**src/rtl/kpef_pkg.sv**
```systemverilog
// package for the key press edge fifo unit
// holds default sizes, item kinds and the ignored mouse button codes
package kpef_pkg;

  localparam int KEY_COUNT_DEF   = 256;
  localparam int QUEUE_DEPTH_DEF = 16;

  localparam int CODE_W = 8;

  typedef enum logic {
    KIND_SAMPLE = 1'b0,
    KIND_CHECK  = 1'b1
  } kind_t;

  localparam logic [CODE_W-1:0] MOUSE_LEFT   = 8'd1;
  localparam logic [CODE_W-1:0] MOUSE_RIGHT  = 8'd2;
  localparam logic [CODE_W-1:0] MOUSE_MIDDLE = 8'd4;

endpackage

```
**src/rtl/kpef_ram.sv**
```systemverilog
// generic single write port ram with registered read, read returns old data
// no dependencies
module kpef_ram #(
  parameter int WIDTH = 8,
  parameter int DEPTH = 16
) (
  input  logic                     clk,
  input  logic                     wr_en,
  input  logic [$clog2(DEPTH)-1:0] wr_addr,
  input  logic [WIDTH-1:0]         wr_data,
  input  logic [$clog2(DEPTH)-1:0] rd_addr,
  output logic [WIDTH-1:0]         rd_data
);

  logic [WIDTH-1:0] mem_r [DEPTH];
  logic [WIDTH-1:0] rd_data_r;

  always_ff @(posedge clk) begin
    if (wr_en) begin
      mem_r[wr_addr] <= wr_data;
    end
    rd_data_r <= mem_r[rd_addr];
  end

  assign rd_data = rd_data_r;

endmodule

```
**src/rtl/key_press_edge_fifo_unit.sv**
```systemverilog
// key press edge detector with a key code fifo, top level
// depends on kpef_pkg and kpef_ram
//
// usage:
//   input channel (in_valid/in_ready) carries one word per item: a key level
//   sample (in_kind = sample) or a queue check (in_kind = check)
//   result channel (out_valid/out_ready) returns exactly one word per item:
//   key_waiting/key_out for a check, enqueued/dropped for a sample
//   a word is taken into an input register, processed there and written into the
//   result register, which raises out_valid; one word per cycle is sustained
//   while out_ready is high; the pressed flag of the sampled key and the head
//   of the queue are read from rams in advance, each with a bypass for a write
//   to the slot being read
//   when out_ready is low the result register holds and the input register
//   keeps one more word; in_ready drops only while both are full and stalled,
//   or during the clearing pass; reset clears the queue pointers and both
//   valid flags, then a clearing pass zeroes all KEY_COUNT pressed flags with
//   in_ready low; queue ram contents are not cleared and need no clearing pass
module key_press_edge_fifo_unit
  import kpef_pkg::*;
#(
  parameter int KEY_COUNT   = KEY_COUNT_DEF,
  parameter int QUEUE_DEPTH = QUEUE_DEPTH_DEF
) (
  input  logic              clk,
  input  logic              rst_n,
  input  logic              in_valid,
  output logic              in_ready,
  input  logic              in_kind,
  input  logic [CODE_W-1:0] in_key_code,
  input  logic              in_key_down,
  input  logic              in_in_focus,
  input  logic              in_remove_key,
  output logic              out_valid,
  input  logic              out_ready,
  output logic              out_key_waiting,
  output logic [CODE_W-1:0] out_key_out,
  output logic              out_enqueued,
  output logic              out_dropped
);

  localparam int KEY_W = $clog2(KEY_COUNT);
  localparam int PTR_W = $clog2(QUEUE_DEPTH);
  localparam int CNT_W = $clog2(QUEUE_DEPTH + 1);
  localparam int SUM_W = PTR_W + 1;

  logic              s1_v_r;
  kind_t             s1_kind_r;
  logic [CODE_W-1:0] s1_code_r;
  logic              s1_down_r;
  logic              s1_focus_r;
  logic              s1_remove_r;

  logic [PTR_W-1:0]  rd_ptr_r, rd_ptr_nxt;
  logic [CNT_W-1:0]  cnt_r, cnt_nxt;
  logic              byp_v_r;
  logic [CODE_W-1:0] byp_data_r;

  logic              clr_r;
  logic [KEY_W-1:0]  clr_idx_r;
  logic              pbyp_v_r;
  logic              pbyp_data_r;

  logic              out_v_r;
  logic              out_waiting_r, out_waiting_nxt;
  logic [CODE_W-1:0] out_key_r, out_key_nxt;
  logic              out_enq_r, out_enq_nxt;
  logic              out_drop_r, out_drop_nxt;

  logic              advance;
  logic              code_ok;
  logic [KEY_W-1:0]  key_idx;
  logic              flag_wr;
  logic              press_we;
  logic [KEY_W-1:0]  press_waddr;
  logic              press_wdata;
  logic [KEY_W-1:0]  press_raddr;
  logic              press_q;
  logic              pressed;
  logic              new_press;
  logic              q_full;
  logic              do_enq;
  logic              do_pop;
  logic [SUM_W-1:0]  tail_sum;
  logic [PTR_W-1:0]  tail_ptr;
  logic [SUM_W-1:0]  rd_inc;
  logic [CODE_W-1:0] ram_q;
  logic [CODE_W-1:0] head;

  assign advance  = s1_v_r && (!out_v_r || out_ready);
  assign in_ready = !clr_r && (!s1_v_r || advance);
  assign key_idx  = s1_code_r[KEY_W-1:0];

  // pressed flag ram port: clearing pass after reset, else the sampled key
  assign flag_wr     = advance && code_ok;
  assign press_we    = clr_r || flag_wr;
  assign press_waddr = clr_r ? clr_idx_r : key_idx;
  assign press_wdata = clr_r ? 1'b0 : s1_down_r;
  assign press_raddr = (in_valid && in_ready) ? in_key_code[KEY_W-1:0] : key_idx;
  assign pressed     = pbyp_v_r ? pbyp_data_r : press_q;

  always_comb begin
    code_ok = (s1_kind_r == KIND_SAMPLE)
              && !(s1_code_r inside {MOUSE_LEFT, MOUSE_RIGHT, MOUSE_MIDDLE})
              && (int'(s1_code_r) < KEY_COUNT);
    new_press = code_ok && s1_down_r && !pressed;
    q_full    = (cnt_r == CNT_W'(QUEUE_DEPTH));
    do_enq    = new_press && s1_focus_r && !q_full;
    head      = byp_v_r ? byp_data_r : ram_q;

    out_waiting_nxt = (s1_kind_r == KIND_CHECK) && (cnt_r != '0);
    out_key_nxt     = out_waiting_nxt ? head : '0;
    out_enq_nxt     = do_enq;
    out_drop_nxt    = new_press && s1_focus_r && q_full;
    do_pop          = out_waiting_nxt && s1_remove_r;

    tail_sum = SUM_W'(rd_ptr_r) + SUM_W'(cnt_r);
    if (tail_sum >= SUM_W'(QUEUE_DEPTH)) begin
      tail_ptr = PTR_W'(tail_sum - SUM_W'(QUEUE_DEPTH));
    end else begin
      tail_ptr = PTR_W'(tail_sum);
    end
    rd_inc = SUM_W'(rd_ptr_r) + SUM_W'(1);
  end

  always_comb begin
    rd_ptr_nxt = rd_ptr_r;
    cnt_nxt    = cnt_r;
    if (advance) begin
      if (do_enq) begin
        cnt_nxt = cnt_r + CNT_W'(1);
      end
      if (do_pop) begin
        cnt_nxt = cnt_r - CNT_W'(1);
        if (rd_inc == SUM_W'(QUEUE_DEPTH)) begin
          rd_ptr_nxt = '0;
        end else begin
          rd_ptr_nxt = PTR_W'(rd_inc);
        end
      end
    end
  end

  kpef_ram #(
    .WIDTH (CODE_W),
    .DEPTH (QUEUE_DEPTH)
  ) u_queue_ram (
    .clk     (clk),
    .wr_en   (advance && do_enq),
    .wr_addr (tail_ptr),
    .wr_data (s1_code_r),
    .rd_addr (rd_ptr_nxt),
    .rd_data (ram_q)
  );

  kpef_ram #(
    .WIDTH (1),
    .DEPTH (KEY_COUNT)
  ) u_press_ram (
    .clk     (clk),
    .wr_en   (press_we),
    .wr_addr (press_waddr),
    .wr_data (press_wdata),
    .rd_addr (press_raddr),
    .rd_data (press_q)
  );

  always_ff @(posedge clk) begin
    if (!rst_n) begin
      s1_v_r    <= 1'b0;
      out_v_r   <= 1'b0;
      rd_ptr_r  <= '0;
      cnt_r     <= '0;
      byp_v_r   <= 1'b0;
      pbyp_v_r  <= 1'b0;
      clr_r     <= 1'b1;
      clr_idx_r <= '0;
    end else begin
      if (in_ready) begin
        s1_v_r <= in_valid;
      end
      if (advance) begin
        out_v_r <= 1'b1;
      end else if (out_ready) begin
        out_v_r <= 1'b0;
      end
      rd_ptr_r <= rd_ptr_nxt;
      cnt_r    <= cnt_nxt;
      byp_v_r  <= advance && do_enq && (tail_ptr == rd_ptr_nxt);
      pbyp_v_r <= flag_wr && (key_idx == press_raddr);
      if (clr_r) begin
        if (clr_idx_r == KEY_W'(KEY_COUNT - 1)) begin
          clr_r <= 1'b0;
        end else begin
          clr_idx_r <= clr_idx_r + KEY_W'(1);
        end
      end
    end
  end

  always_ff @(posedge clk) begin
    if (in_valid && in_ready) begin
      s1_kind_r   <= kind_t'(in_kind);
      s1_code_r   <= in_key_code;
      s1_down_r   <= in_key_down;
      s1_focus_r  <= in_in_focus;
      s1_remove_r <= in_remove_key;
    end
    if (advance) begin
      out_waiting_r <= out_waiting_nxt;
      out_key_r     <= out_key_nxt;
      out_enq_r     <= out_enq_nxt;
      out_drop_r    <= out_drop_nxt;
    end
    byp_data_r  <= s1_code_r;
    pbyp_data_r <= s1_down_r;
  end

  assign out_valid       = out_v_r;
  assign out_key_waiting = out_waiting_r;
  assign out_key_out     = out_key_r;
  assign out_enqueued    = out_enq_r;
  assign out_dropped     = out_drop_r;

endmodule

```
**config.mk**
```make
export PLATFORM = sky130hd
export DESIGN_NAME = key_press_edge_fifo_unit
export DESIGN_NICKNAME = d
export VERILOG_FILES = /design/src/rtl/kpef_pkg.sv /design/src/rtl/kpef_ram.sv /design/src/rtl/key_press_edge_fifo_unit.sv
export SDC_FILE = /design/constraint.sdc
export NUM_CORES = 1
export LEC_CHECK = 0
export BUFFER_PORTS_ARGS = -buffer_cell sky130_fd_sc_hd__buf_2
export CAP_MARGIN = 20
export CORE_MARGIN = 2
export CORE_UTILIZATION = 57
export CTS_CLUSTER_SIZE = 20
export DETAILED_ROUTE_END_ITERATION = 7
export MAX_ROUTING_LAYER = met4
export PLACE_DENSITY = 0.85
export SLEW_MARGIN = 5
export SYNTH_ARGS = -nofsm -noshare
export SYNTH_HDL_FRONTEND = slang
export SYNTH_SLANG_ARGS = --single-unit
```
**constraint.sdc**
```tcl
create_clock -name clk -period 8.2 [get_ports clk]
set_input_delay 2.46 -clock clk [delete_from_list [all_inputs] [get_ports clk]]
set_output_delay 2.46 -clock clk [all_outputs]
set_load 0.02 [all_outputs]
```
---- Yosys cells after proc, flatten, opt, wreduce, memory -nomap -nowiden ----
Memories as Yosys holds them, arrays and structs flattened. A register that Yosys moved wholly into a read port is not among the register bits.
Cells that the tools add are included.
cells by class
  $add $sub $neg .......................... 6
  order comparisons ....................... 1
  equal/unequal tests ..................... 8
  muxes and demuxes ....................... 19
  bitwise operators ....................... 2
  reduce and logical (&&, ||, !) cells .... 30
operator list
  operator                                                             count
  8-bit 2-to-1 mux                                                     3
  4-bit 2-to-1 mux                                                     4
  1-bit logical AND                                                    15
  5-bit == test (second input constant)                                2
  1-bit 2-to-1 mux                                                     10
  5-bit 2-to-1 mux                                                     2
  8-bit by 1-bit adder with 8-bit output (second input constant)       1
  8-bit by 1-bit == test with 1-bit output (second input constant)     1
  8-bit by 2-bit == test with 1-bit output (second input constant)     1
  8-bit by 3-bit == test with 1-bit output (second input constant)     1
  8-bit == test                                                        1
  8-bit == test (second input constant)                                1
  1-bit logical NOT                                                    6
  4-bit by 1-bit adder with 5-bit output (second input constant)       1
  4-bit by 5-bit adder with 5-bit output                               1
  5-bit by 1-bit adder with 5-bit output (second input constant)       1
  5-bit >= comparator (second input constant)                          1
  5-bit nonzero test                                                   1
  5-bit by 1-bit subtractor with 5-bit output (second input constant)  1
  4-bit == test                                                        1
  2-bit AND reduction                                                  2
  2-bit nonzero test                                                   2
  4-bit by 1-bit subtractor with 4-bit output (second input constant)  1
  1-bit logical OR                                                     3
  other kinds (2)                                                      3
storage, ports and cells
  flip-flop bits (word level) ............. 54
  bits in writable memories ............... 384
  word-level logic and storage cells ...... 87
  memories kept ........................... 2
memory list
  memory             words  width  read ports  clocked after Yosys merged registers in  write ports  RTL line        RTL
  u_press_ram.mem_r  256    1      1           1                                        1            kpef_ram.sv:15  logic [WIDTH-1:0] mem_r [DEPTH];
  u_queue_ram.mem_r  16     8      1           1                                        1            kpef_ram.sv:15

---- Logic depth before layout (Yosys ltp) ----
  depth in word-level cells ............... 11
  depth in mapped cells ................... 13
  mapped depth without buffers ............ 12

---- Cells and area by module ----
A second synthesis with hierarchy kept.
second synthesis, totals
  cells, all modules ...................... 1257
  area, all modules ....................... 18916.9 µm²
modules (own cells, without submodules)
  module                    times used  cells each  area each (µm²)
  kpef_ram (u_press_ram)    1           788         11128.2
  kpef_ram (u_queue_ram)    1           229         5147.4
  key_press_edge_fifo_unit  1           240         2641.3

---- Worst setup path after synthesis ----
Ideal clock, no wire load.
  kind .................................... register to register
  start point ............................. reg clr_r
  end point ............................... mem u_press_ram.mem_r[0] (data pin)
  setup time .............................. 1.458 ns
  arrival ................................. 6.997 ns
  slack ................................... -0.254 ns
  cell stages (with the launch flop) ...... 4
  path buffers ............................ 2
  clock period less this slack ............ 8.454 ns
  cell sequence ........................... dfxtp_1 > clkbuf_1 > clkbuf_1 > nor2b_1
between the ends
  cells in the longest elaborated chain, start to end .. 1
ends and longest elaborated chain
  element                   RTL line                         RTL
  start: declaration        key_press_edge_fifo_unit.sv:59   logic clr_r;
  start signal: assignment  key_press_edge_fifo_unit.sv:176  clr_r <= 1'b1;
  start signal: assignment  key_press_edge_fifo_unit.sv:193  clr_r <= 1'b0;
  1-bit 2-to-1 mux          key_press_edge_fifo_unit.sv:98   assign press_wdata = clr_r ? 1'b0 : s1_down_r;
  net press_wdata           key_press_edge_fifo_unit.sv:76   logic press_wdata;
  end: declaration          kpef_ram.sv:15
The timed path passes the listed nets, and every way through them passes these cells.

---- Final worst setup path ----
  start point ............................. in out_ready
  end point ............................... out in_ready
between the ends
  cells in the longest elaborated chain, start to end .. 4
ends and longest elaborated chain
  element             RTL line                        RTL
  start: declaration  key_press_edge_fifo_unit.sv:35  input logic out_ready,
  1-bit logical OR    key_press_edge_fifo_unit.sv:90  assign advance = s1_v_r && (!out_v_r || out_ready);
  1-bit logical AND   key_press_edge_fifo_unit.sv:90
  1-bit logical OR    key_press_edge_fifo_unit.sv:91  assign in_ready = !clr_r && (!s1_v_r || advance);
  1-bit logical AND   key_press_edge_fifo_unit.sv:91
  end: declaration    key_press_edge_fifo_unit.sv:28  output logic in_ready,
Every way passes these cells.

==> results.py <==
metrics = {
    "setup_path": {
        "endpoint_kind": "primary output",
        "cp_class": "in -> out",
        "cp.depth": 4,
        "worst_r2r_path_depth": 8,
        "slowest_cell_on_crit_path": "sky130_fd_sc_hd__and3b_1",
        "timing.critical_path.from_type": "input pin",
        "data_arrival_time_of_the_critical_path_ps": 3170,
        "cp.required_ps": 5740,
        "timing.critical_path.slowest_cell_delay_ps": 330,
        "crit_path_max_fanout": 5,
        "setup.reg_to_reg.worst_slack_ps": 4230,
        "worst_r2r_endpoint": "u_press_ram.rd_data",
        "rr_startpoint": "key_idx[0]",
        "critical_path.n_buffers_inverters": 2,
        "crit_family": "simple AND/OR/NAND/NOR gates",
        "critical-path-top-cell-by-count": "sky130_fd_sc_hd__buf_2",
        "crit_chain": "buf_2 -> and3b_1 -> nor2_1 -> buf_2",
    },
    "run_status": {
        "status": "complete, no violations",
    },
    "power": {
        "ir_worst_vdd_mv": 0.157,
        "total_internal_power_mw": 3.57,
        "comb_power_share_pct": 3.1,
        "clock_power_share_pct": 42.2,
        "p_switching_mw": 0.952,
        "power_density_nw_per_um2": 215,
        "p_sw_share_pct": 21.0,
        "reported_leakage_power_nw": 7.63,
        "power.share.sequential_pct": 54.7,
        "total_power_mw": 4.53,
    },
    "floorplanning": {
        "design.core.area_um2": 33400,
        "ioPinCount": 29,
        "dieArea_um2": 35200,
        "initial_utilization_pct": 57.6,
        "die_y_um": 188,
        "die_x_um": 188,
        "rows": 67,
    },
    "synth": {
        "synth_area_um2": 19200,
        "syn-instance-count": 1412,
        "synth-warning-count": 0,
        "yosys_most_used_dff": "sky130_fd_sc_hd__edfxtp_1",
        "synth_top_area_share_pct": 62.3,
        "synth_fp_nets": 1438,
        "fraction_of_registers_with_async_set_reset_pct": 0,
        "ys_seq_elements": 447,
        "synth-edff-count": 399,
        "avgSynthCellArea_um2": 13.6,
        "ys_types": 77,
        "sequential_element_share_of_the_synthesized_area_pct": 67.3,
        "synth.largest_area_cell": "sky130_fd_sc_hd__edfxtp_1",
        "synthTopCellsByArea": "sky130_fd_sc_hd__edfxtp_1 62%, sky130_fd_sc_hd__nor2_1 5.8%, sky130_fd_sc_hd__mux2i_1 5.6%",
    },
    "clocking": {
        "clk_pin_slew_ps": 60,
        "cts-root-to-sink-buffers": 3,
        "post_cts.resized_instances": 0,
        "clock_latency_at_the_later_pin_of_the_worst_skew_pair_ps": 550,
        "clock_tree_from_tritoncts": "built",
        "cts-root-buf": "sky130_fd_sc_hd__clkbuf_16",
        "cts-hold-fix-buffers": 0,
        "post_cts_buffers": 0,
        "numCtsBuffers": 42,
        "cts_num_sinks": 447,
        "h-tree-depth": 2,
    },
    "cells_and_area": {
        "antennaDiodeCount": 0,
        "multi_input_area_um2": 5800,
        "post_route_cells_drive_above_1_share_pct": 12.6,
        "sequential_cell_area_um2": 12900,
        "layout_commonest_cell": "sky130_fd_sc_hd__edfxtp_1",
        "commonest_cells_after_routing_fill_and_taps_aside": "399 x sky130_fd_sc_hd__edfxtp_1, 298 x sky130_fd_sc_hd__nor2_1, 107 x sky130_fd_sc_hd__mux2i_1, 95 x sky130_fd_sc_hd__nand2_1, 48 x sky130_fd_sc_hd__dfxtp_1",
        "num-fill-cells": 2237,
        "layout-area-overhead-vs-synth_pct": 9.58,
        "nets": 1450,
    },
    "route": {
        "dr.pass1.iters": 5,
        "drt-initial-drc-count": 2068,
        "post_drt_via_cell_ratio": 6.50,
        "ant_nets": 0,
        "routed_length_per_placed_instance_um": 24.6,
        "wl_mm": 46.8,
        "drc": 0,
        "detailroute.via_count": 12400,
    },
    "worst_hold_path": {
        "hold_path_end": "pbyp_data_r",
        "hold_path_depth": 0,
        "min_path_type": "reg -> reg",
        "hp-start": "s1_down_r",
    },
    "grt": {
        "grt_use_total_pct": 27.4,
        "grt_pass1_vias": 12200,
        "grt_pass1_wl_mm": 70.9,
        "antenna_violations_before_repair": 0,
        "grt_overflow_total": 0,
        "grt_max_degree": 139,
    },
    "sta": {
        "rsz_0062_raised_after_global_routing": "false",
        "hold_viol_final": 0,
        "finalSetupViolations": 0,
        "slew_headroom_pct": 18.2,
        "maxClockFrequency_mhz": 178,
        "clock_skew_ps": 16.8,
        "total_count_of_max_transition_violations_in_the_final_report": 0,
        "timing_worst_slew_pin_value_ps": 1220,
        "period_minus_slack_ps": 5630,
        "period_share_pct": 68.7,
        "hold-worst-slack_ps": 426,
        "tns_ps": 0,
    },
    "placement": {
        "gp_weighted_congestion": 0.929,
        "place.port_buffers": 28,
        "dp.final_hpwl_mm": 26.0,
    },
    "run": {
        "max_cap_viol_count": 0,
    },
}
-- layout make-up --
class	count	area share, %
timing repair buffer	53	1.77
clock buffer	56	5.38
tap	448	2.66
inverter	19	0.338
sequential	447	61.4
clock inverter	20	0.932
multi-input combinational	861	27.5
-- Yosys cell counts (6+ instances only) --
| library cell | count |
|---|---|
| sky130_fd_sc_hd__dfxtp_1 | 48 |
| sky130_fd_sc_hd__nor3_1 | 11 |
| sky130_fd_sc_hd__and2_1 | 8 |
| sky130_fd_sc_hd__nor2b_1 | 8 |
| sky130_fd_sc_hd__o21ai_0 | 29 |
| sky130_fd_sc_hd__mux4_2 | 39 |
| sky130_fd_sc_hd__xor2_1 | 14 |
| sky130_fd_sc_hd__ha_1 | 8 |
| sky130_fd_sc_hd__buf_4 | 11 |
| sky130_fd_sc_hd__nor2_1 | 298 |
| sky130_fd_sc_hd__nand2_1 | 95 |
| sky130_fd_sc_hd__nand2b_1 | 8 |
| sky130_fd_sc_hd__clkbuf_1 | 55 |
| sky130_fd_sc_hd__inv_1 | 17 |
| sky130_fd_sc_hd__a21oi_1 | 43 |
| sky130_fd_sc_hd__mux2i_1 | 108 |
| sky130_fd_sc_hd__or4_1 | 9 |
| sky130_fd_sc_hd__o22ai_1 | 41 |
| sky130_fd_sc_hd__buf_2 | 10 |
| sky130_fd_sc_hd__nor4_1 | 12 |
| sky130_fd_sc_hd__buf_6 | 9 |
| sky130_fd_sc_hd__nand3_1 | 28 |
| sky130_fd_sc_hd__edfxtp_1 | 399 |
| sky130_fd_sc_hd__nand3b_1 | 6 |
| sky130_fd_sc_hd__xnor2_1 | 15 |
-- flip-flops by register name, summed over array words and instances (netlist names), 4 cells and up --
name                 cells
u_queue_ram.rd_data      8
out_key_out              8
byp_data_r               8
rd_ptr_r                 4
cnt_r                    5
clr_idx_r                8
key_idx                  8
u_queue_ram.mem_r      128
u_press_ram.mem_r      256
-- power by group through the flow --
stage | clock (mW) | sequential [mW] | combinational, mW
6_report | 1.91 | 2.48 | 0.138
5_1_grt | 2.00 | 2.48 | 0.142
4_1_cts | 1.91 | 2.48 | 0.128
3_3_place_gp | 0 | 2.53 | 0.124
2_1_floorplan | 0 | 2.52 | 0.0822
3_5_place_dp | 0 | 2.53 | 0.128
-- metal layers --
metal / track usage (%) / wire [um]
met5: - / 0
met4: 13.3 / 2320
met3: 5.43 / 5810
met2: 42.6 / 22200
met1: 34.8 / 16500
-- cell families after synthesis --
kind of cell / count (synthesis) / synth area share, %
fa+ha+maj: 10 / 0.729
xor+xnor: 31 / 1.61
simple gates: 508 / 11.6
buf+inv: 104 / 2.66
compound gates: 159 / 5.45
flops: 447 / 67.3
mux: 153 / 10.6
-- metrics by stage --
step	instances	utilization, %	setup WS (ps)	cell area, um^2
after floorplan	1412	-	2730	19200
after global placement	1823	59.0	2540	19700
after detailed placement	1825	59.0	2330	19700
after CTS	1901	63.0	2570	21000
after global routing	1904	63.2	2530	21100
final	1904	63.2	2570	21100
-- worst max-delay path by stage --
stage	start	end	slack [ps]
after floorplan	out_ready	in_ready	2730
after global placement	out_ready	u_press_ram.rd_data	2540
after detailed placement	out_ready	u_press_ram.rd_data	2330
after CTS	out_ready	in_ready	2570
after global routing	out_ready	in_ready	2530
final	out_ready	in_ready	2570
(Power assumes the default switching activity.)
